## src/design/rrts_ram.sv

```systemverilog
// Generic single-port RAM with registered read.
// Depends on nothing.
module rrts_ram #(
  parameter int unsigned Width = 8,
  parameter int unsigned Depth = 16
) (
  input  logic                     clk_i,
  input  logic                     we_i,
  input  logic [$clog2(Depth)-1:0] addr_i,
  input  logic [Width-1:0]         wdata_i,
  output logic [Width-1:0]         rdata_o
);
  logic [Width-1:0] mem_q [Depth];

  always_ff @(posedge clk_i) begin
    if (we_i) begin
      mem_q[addr_i] <= wdata_i;
    end
    rdata_o <= mem_q[addr_i];
  end
endmodule

```

## config.mk

```make
export PLATFORM = sky130hd
export DESIGN_NAME = rrts_ram
export DESIGN_NICKNAME = d
export VERILOG_FILES = /design/src/design/rrts_ram.sv
export SDC_FILE = /design/constraint.sdc
export NUM_CORES = 1
export LEC_CHECK = 0
export BUFFER_PORTS_ARGS = -buffer_cell sky130_fd_sc_hd__buf_2
export CORE_MARGIN = 5
export CORE_UTILIZATION = 50
export CTS_CLUSTER_DIAMETER = 100
export DETAILED_ROUTE_END_ITERATION = 6
export PLACE_DENSITY_LB_ADDON = 0.12
export SYNTH_ARGS = -nofsm -noshare
export SYNTH_HDL_FRONTEND = slang
export SYNTH_SLANG_ARGS = --single-unit
```

## constraint.sdc

```tcl
create_clock -name clk_i -period 4.3 [get_ports clk_i]
set_input_delay 0.43 -clock clk_i [delete_from_list [all_inputs] [get_ports clk_i]]
set_output_delay 0.43 -clock clk_i [all_outputs]
set_load 0.01 [all_outputs]
```

* Word-level counts from Yosys, hierarchy flattened *
Memory sizes are Yosys's and may differ from the RTL's. A register that Yosys moved wholly into a read port is not among the register bits.
Index checks and enable logic that the tools add are counted.

word-level totals
  output and inout bits = 8
  bits of input ports = 14
  register bits after elaboration = 0
  memories kept = 1
  word-level logic and storage cells = 3
  bits in writable memories = 128

memories
  name   words  bits a word  read ports  clocked after Yosys merged registers in  wr ports  line  RTL
  mem_q  16     8            1           1                                        1         13    logic [Width-1:0] mem_q [Depth];

cells by class
  muxes and demuxes = 2

operator list
  kind              count
  1-bit 2-to-1 mux  2

* Longest topological paths before layout *
Gate-level depths: netlist of run 1.

  word-level depth = 2
  mapped depth = 5
  depth with buffers taken out = 3

* Worst setup path after synthesis of run 1 *
Ideal clock, no wire load.

  kind = input port to flip-flop
  start point = input port addr_i[2]
  end point = memory mem_q[0][0], enable pin
  data arrival time = 1540 ps
  setup time = 383 ps
  stages on the path = 2
  path slack = 2377 ps
  path buffers = 0
  data required time = 3917 ps
  cells stage by stage = or3b_2 nor3_1

RTL lines
  what                line  RTL
  start: declaration  9     input logic [$clog2(Depth)-1:0] addr_i,
  end: declaration    13

No word-level cell before the write port.

* Worst setup path in the final report of run 1 *
  start point = input port addr_i[1]
  end point = memory mem_q[11][2], enable pin

No word-level cell before the write port.

==> impl_results.md, run 1 <==
- Worst hold-check path type: in -> reg
- Routed length per instance: 24.2 um
- Reg2Reg Depth: 3
- Power consumption: 3.13 mW
- FMAX: 486 MHz
- Chip height: 111 um
- Register area share after synthesis: 79.0%
- Critical Path AT: 2.18 ns
- Syn Inst Count: 230
- Initial Util: 51.6%
- Buffers on Ports: 21
- Mapped Nets: 244
- Status: finished clean
- CTS tree: yes
- Final GP Congestion: 0.770
- Post-DRT Antenna Nets: 0
- Worst setup margin: 2.24 ns
- Leading cell type in the layout, fill and taps excluded: edfxtp_1
- Fin Clk Skew: 0.00923 ns
- Post-route insts no fill: 410
- Clock root buffer: clkbuf_8
- Worst Max-Slew Pin Slew: 0.958 ns
- Synth unique cells: 18
- Ports: 22
- Total leakage power: 1.95 nW
- Core Rows: 36
- Relative slew slack: 36.2%
- Utilization after layout: 60.5%
- Synth top area share: 75.9%
- Beginning of the critical path: addr_i[1]
- Core area: 9820 um2
- Met1 Wirelength: 4340 um
- Clock transition at path regs: 0.06 ns
- Vias in the first global route: 2454
- Most frequent cells in the layout: 128 x edfxtp_1, 32 x mux4_2, 21 x buf_2, 16 x a22oi_1, 16 x clkbuf_16
- Worst Setup Start Kind: input pin
- RR Endpoint: rdata_o[2]
- Place WS: 1.70 ns
- Clock Tree Buf Depth: 2
- WL met3: 715 um
- Post-DP HPWL: 6010 um
- Post-cts repair resize count: 0
- Final hold viol count: 0
- Initial antenna violation count: 0
- Initial DRT Pass Iterations: 5
- R2R setup slack: 2.81 ns
- Cts bufs inserted: 17
- Layout Nets: 278
- Crit Path Class: in -> reg
- Grt ovf: 0
- CTS Hold Buffers Added: 0
- Drt total wl: 9910 um
- Top sig layer: met4
- First-pass GRT wire length: 15200 um
- Final Cell Area: 5940 um2
- Worst setup EP type: register
- Required time worst endpoint: 4.43 ns
- Max Slew Vio Count: 0
- Clk sinks: 136
- Peak supply drop: 299 uV
- Layout cells sized above 1: 32.9%
- Vias/cell: 5.82
- Cell Area, Placed: 5320 um2
- # setup viols final: 0
- Pwr per Cell Area: 527 nW/um2
- Max FO, Critical Path: 39
- Die area: 12200 um2
- Syn avg cell area: 22.0 um2
- Post-CTS Setup Inserts: 0
- Die width: 111 um
- Largest cells by area after synthesis: edfxtp_1 76%, mux4_2 14%, dfxtp_1 3.2%
- Hold WS: 0.327 ns
- Max_cap viols: 0
- DR WL met2: 4790 um
- Post-synthesis cell type with the largest combined area: edfxtp_1
- Largest net degree at the start of global routing: 40
- Area delta synth->final: 17.2%
- CP Capture Point: mem_q[11][2]
- # DRC: 0
- Seq cells post-synth: 136
- Fin Setup TNS: 0 ns
- Mapped cell area: 5070 um2
- Worst r2r src: mem_q[3][2]
- # H-tree levels: 4
- Vias: 2387
- Global Route Usage Sum: 17.2%
- Final min period: 2.06 ns
- Worst-skew pair later-pin latency: 0.51 ns
- Final period utilization: 47.8%
- # diodes: 0
- Initial detailed-routing violation count: 245
- Yosys warnings: 0
- Placed Cells incl. Taps: 378
- RSZ-0062 raised after global routing: no
==> where the power goes <==
| part | leakage [nW] | internal [mW] | switching [mW] |
|---|---|---|---|
| sequential | 1.22 | 1.48 | 0.00855 |
| clock | 0.302 | 0.961 | 0.539 |
| combinational | 0.420 | 0.0542 | 0.0851 |
| total | 1.95 | 2.50 | 0.633 |
==> flip-flops by register name (all words and copies together), names as in the netlist <==
register / flops
mem_q: 128
rdata_o: 8
==> Yosys cell counts (all sizes together) <==
cell type and count:
edfxtp 128, mux4 32, a22oi 16, nor2 13, nand2 9, buf 8, dfxtp 8, nor3 4
clkbuf 3, nand2b 2, nand3b 2, nor2b 2, and2 1, nand3 1, or3b 1
==> area by class of cell <==
cell class                      count  area (um2)
Fill cell                         748        3880
Tap cell                          133         166
Clock inverter                     14         194
Multi-Input combinational cell     83        1000
Timing Repair Buffer               26         143
Sequential cell                   136        4000
Clock buffer                       18         428
==> routing by layer <==
metal,GRT usage (%),up-vias
li1,-,1030
met1,24.8,1248
met2,25.9,101
met3,4.91,8
met4,4.93,0
met5,0,-
==> worst max-delay path, cell delays in order <==
cell and delay (ns):
buf_2 0.72, nand2_1 0.29, nor2_1 0.72
==> worst min path at each step <==
stage	start	end	cells after the start
after floorplan	wdata_i[0]	mem_q[0][0]	0
after global placement	mem_q[14][3]	rdata_o[3]	3
after detailed placement	mem_q[10][7]	rdata_o[7]	3
after CTS	wdata_i[1]	mem_q[7][1]	1
after global routing	wdata_i[1]	mem_q[5][1]	1
final	wdata_i[6]	mem_q[3][6]	1
==> kinds of logic (layout without fill, tap and decap cells) <==
family | Yosys count | in the layout | share of synthesized area [%]
multiplexers | 32 | 32 | 14.2
buffers and inverters | 11 | 58 | 1.19
AO/OA/AOI/OAI | 16 | 16 | 2.37
flip-flops | 136 | 136 | 79.0
AND/OR/NAND/NOR | 35 | 35 | 3.21
Note: power is estimated with default switching activity, not from simulation.
==> run 2: changes to the inputs <==
--- a/config.mk
+++ b/config.mk
@@ -5,6 +5,7 @@
 export SDC_FILE = /design/constraint.sdc
 export NUM_CORES = 1
 export LEC_CHECK = 0
+export ABC_AREA = 1
 export BUFFER_PORTS_ARGS = -buffer_cell sky130_fd_sc_hd__buf_2
 export CORE_MARGIN = 5
 export CORE_UTILIZATION = 50
==> constraint.sdc (replaced) <==
create_clock -name clk_i -period 1.8 [get_ports clk_i]
set_input_delay 0.18 -clock clk_i [delete_from_list [all_inputs] [get_ports clk_i]]
set_output_delay 0.18 -clock clk_i [all_outputs]
set_load 0.01 [all_outputs]
==> run 2 against run 1 <==
Effect of this change:
- die area rose by 9.4%
- utilization rose by 0.16 points
- synthesized cell count rose by 140%
- clock skew fell by 0.0046 ns
- setup slack got worse by 1.6 ns
- combinational power rose to 3.2 times the previous value
- worst hold slack got worse by 0.22 ns
- sequential cell count did not move
- largest cell class unchanged
==> impl_results.md, run 2 <==
- Fin Clk Skew: 0.00461 ns (was 0.00923 ns)
- Layout Nets: 608 (was 278)
- Number of synthesized flops with an enable pin: 128 (unchanged)
- Most frequent cell after synthesis: nand2_1 (was edfxtp_1)
- Cts bufs inserted: 17 (unchanged)
- Post-synthesis xor/xnor area fraction: 0% (unchanged)
- Final hold viol count: 0 (unchanged)
- Grt ovf: 0 (unchanged)
- DR WL met2: 5620 um (was 4790 um)
- Clock transition at path regs: 0.06 ns (about the same)
- Max FO, Critical Path: 1 (was 39)
- Place WS: 0.384 ns (was 1.70 ns)
- Initial antenna violation count: 1 (was 0)
- Utilization after layout: 60.6% (was 60.5%)
- Top post-synthesis cells by count: 346 x nand2_1, 128 x edfxtp_1, 21 x inv_1, 18 x nor2_1, 12 x buf_2 (was 128 x edfxtp_1, 32 x mux4_2, 16 x a22oi_1, 13 x nor2_1, 9 x nand2_1)
- Yosys warnings: 0 (unchanged)
- # diodes: 0 (unchanged)
- Seq cells post-synth: 136 (unchanged)
- Post-cts repair resize count: 0 (unchanged)
- Largest net degree at the start of global routing: 41 (was 40)
- Top sig layer: met5 (was met4)
- Main combinational cell family by area after synthesis: simple AND/OR/NAND/NOR gates (was multiplexers)
- # fillers: 882 (was 748)
- Register area: 4000 um2 (unchanged)
- Die area: 13400 um2 (was 12200 um2)
- Post-synth ARST share: 0% (unchanged)
- WL met3: 676 um (was 715 um)
- Worst stage delay on the critical path: 0.31 ns (was 0.72 ns)
- Worst setup EP type: primary output (was register)
- CTS tree: yes (unchanged)
- Clk sinks: 136 (unchanged)
- # H-tree levels: 4 (unchanged)
- Peak supply drop: 684 uV (was 299 uV)
- RSZ-0062 raised after global routing: no (unchanged)
- Cell Area, Placed: 5970 um2 (was 5320 um2)
- Area of the multi-input gates: 1390 um2 (was 1000 um2)
- Synth Area in Simple Gates: 24.8% (was 3.21%)
- Global Route Usage Sum: 20.3% (was 17.2%)
- # DRC: 0 (unchanged)
- Vias/cell: 5.01 (was 5.82)
- Final period utilization: 63.0%
- Buffers on Ports: 21 (unchanged)
- Post-synthesis cell type with the largest combined area: edfxtp_1 (unchanged)
- Worst hold-check path type: in -> reg (unchanged)
- Post-DP HPWL: 7700 um (was 6010 um)
- Register area share after synthesis: 71.6% (was 79.0%)
- Fin Setup TNS: 0 ns (unchanged)
- Reg with most FFs: mem_q (unchanged)
- Vias: 3739 (was 2387)
- Worst Max-Slew Pin Slew: 0.416 ns (was 0.958 ns)
- Initial detailed-routing violation count: 239 (was 245)
- Drt total wl: 12300 um (was 9910 um)
- Initial Util: 51.4% (was 51.6%)
- Final Cell Area: 6600 um2 (was 5940 um2)
- First-pass GRT wire length: 19900 um (was 15200 um)
- CTS Hold Buffers Added: 0 (unchanged)
- Ports: 22 (unchanged)
- Final min period: 1.13 ns
- Most frequent cells in the layout: 346 x nand2_1, 128 x edfxtp_1, 26 x buf_4, 21 x inv_1, 21 x buf_2 (was 128 x edfxtp_1, 32 x mux4_2, 21 x buf_2, 16 x a22oi_1, 16 x clkbuf_16)
- Clock root buffer: clkbuf_8 (unchanged)
- Core Rows: 38 (was 36)
- Post-CTS Setup Inserts: 0 (unchanged)
- Worst setup margin: 0.666 ns (was 2.24 ns)
- CP Cell Sequence: buf_2 (was buf_2 -> nand2_1 -> nor2_1)
- Met1 Wirelength: 5710 um (was 4340 um)
- Final GP Congestion: 0.880 (was 0.770)
- Vias in the first global route: 3735 (was 2454)
- Pwr per Cell Area: 1170 nW/um2 (was 527 nW/um2)
- Post-DRT Antenna Nets: 0 (unchanged)
- Syn Inst Count: 548 (was 230)
- Layout cells sized above 1: 12.0% (was 32.9%)
- Largest cells by area after synthesis: edfxtp_1 69%, nand2_1 23%, dfxtp_1 2.9% (was edfxtp_1 76%, mux4_2 14%, dfxtp_1 3.2%)
- Max FFs per register: 128 (unchanged)
- Max Slew Vio Count: 0 (unchanged)
- Worst Setup Start Kind: register (was input pin)
- Core area: 10900 um2 (was 9820 um2)
- Required time worst endpoint: 1.62 ns (was 4.43 ns)
- Synth top area share: 68.7% (was 75.9%)
- Slowest CP cell: dfxtp_1 (was buf_2)
- Max_cap viols: 0 (unchanged)
- Mapped Nets: 562 (was 244)
- Crit-path leading delay family: flip-flops (was simple AND/OR/NAND/NOR gates)
- Critical Path AT: 0.95 ns (was 2.18 ns)
- Synth unique cells: 11 (was 18)
- Post-synthesis mux area share: 0% (was 14.2%)
- Crit Path Class: reg -> out (was in -> reg)
- Leading cell type in the layout, fill and taps excluded: nand2_1 (was edfxtp_1)
- # setup viols final: 0 (unchanged)
- FMAX: 882 MHz
- Ys flop type: edfxtp_1 (unchanged)
- Post-synthesis compound-gate area fraction: 0% (was 2.37%)
- Die width: 116 um (was 111 um)
- Status: finished clean (unchanged)
- Total leakage power: 2.88 nW (was 1.95 nW)
- Area delta synth->final: 18.0% (was 17.2%)
- Routed length per instance: 16.4 um (was 24.2 um)
- Worst-skew pair later-pin latency: 0.52 ns (was 0.51 ns)
- Syn avg cell area: 10.2 um2 (was 22.0 um2)
- Initial DRT Pass Iterations: 6 (was 5)
- Relative slew slack: 72.3% (was 36.2%)
- Mapped cell area: 5590 um2 (was 5070 um2)
- Synth Area in Adders: 0% (unchanged)
- Top Registers: mem_q: 128 flops, rdata_o: 8 flops (unchanged)
- Chip height: 116 um (was 111 um)
- WP buf/inv: 1 (unchanged)
- Clock Tree Buf Depth: 2 (unchanged)
-- run 2: changes by cell type after synthesis, sizes merged, moves of 2 or more --
cell    previous run  this run
nand3b             2         0
nand2b             2         0
nor2              13        18
mux4              32         0
inv                0        22
nor3               4         0
nand2              9       346
nand3              1         4
a22oi             16         0
buf                8        18
nor2b              2         0
-- run 2: layout make-up --
| cell class | instances | area share [%] |
|---|---|---|
| flip-flops and latches | 136 | 60.7 |
| well taps | 140 | 2.65 |
| multi-input cells | 368 | 21.0 |
| repair buffers | 48 | 4.85 |
| clock inverters | 12 | 3.09 |
| clock buffers | 20 | 6.44 |
| inverters | 23 | 1.31 |
-- run 2: final timing paths --
| check | cells past startpoint | slack (ns) | end | from |
|---|---|---|---|---|
| max | 1 | 0.67 | rdata_o[0] | rdata_o[0] |
| min | 1 | 0.11 | mem_q[7][7] | wdata_i[7] |
| max reg2reg | 8 | 0.75 | rdata_o[0] | mem_q[7][0] |
| min reg2reg | 8 | 0.72 | rdata_o[2] | mem_q[1][2] |
-- run 2: metal layers --
metal / vias up / global-route usage (%)
met4: 2 / 7.27
met2: 98 / 30.8
met1: 1767 / 28.6
met5: - / 0
li1: 1848 / -
met3: 24 / 5.17
-- run 2: cells by family (layout without fill, tap and decap cells) --
family,Yosys count,count (layout)
flops,136,136
simple gates,368,368
buf+inv,44,103
-- run 2: power breakdown --
group | total, mW | switching [mW] | internal (mW) | leakage, nW
sequential | 3.56 | 0.0179 | 3.54 | 1.22
combinational | 0.443 | 0.314 | 0.129 | 1.35
clock | 3.70 | 1.19 | 2.50 | 0.304
-- run 2: stage by stage --
| step | hold WS [ns] | instances | total power [mW] |
|---|---|---|---|
| 6_report | 0.107 | 747 | 7.70 |
| 5_1_grt | 0.101 | 747 | 7.98 |
| 4_1_cts | 0.0930 | 747 | 7.76 |
| 3_5_place_dp | 0.575 | 715 | 4.07 |
| 3_3_place_gp | 0.577 | 715 | 4.07 |
| 2_1_floorplan | 0.279 | 548 | 3.88 |
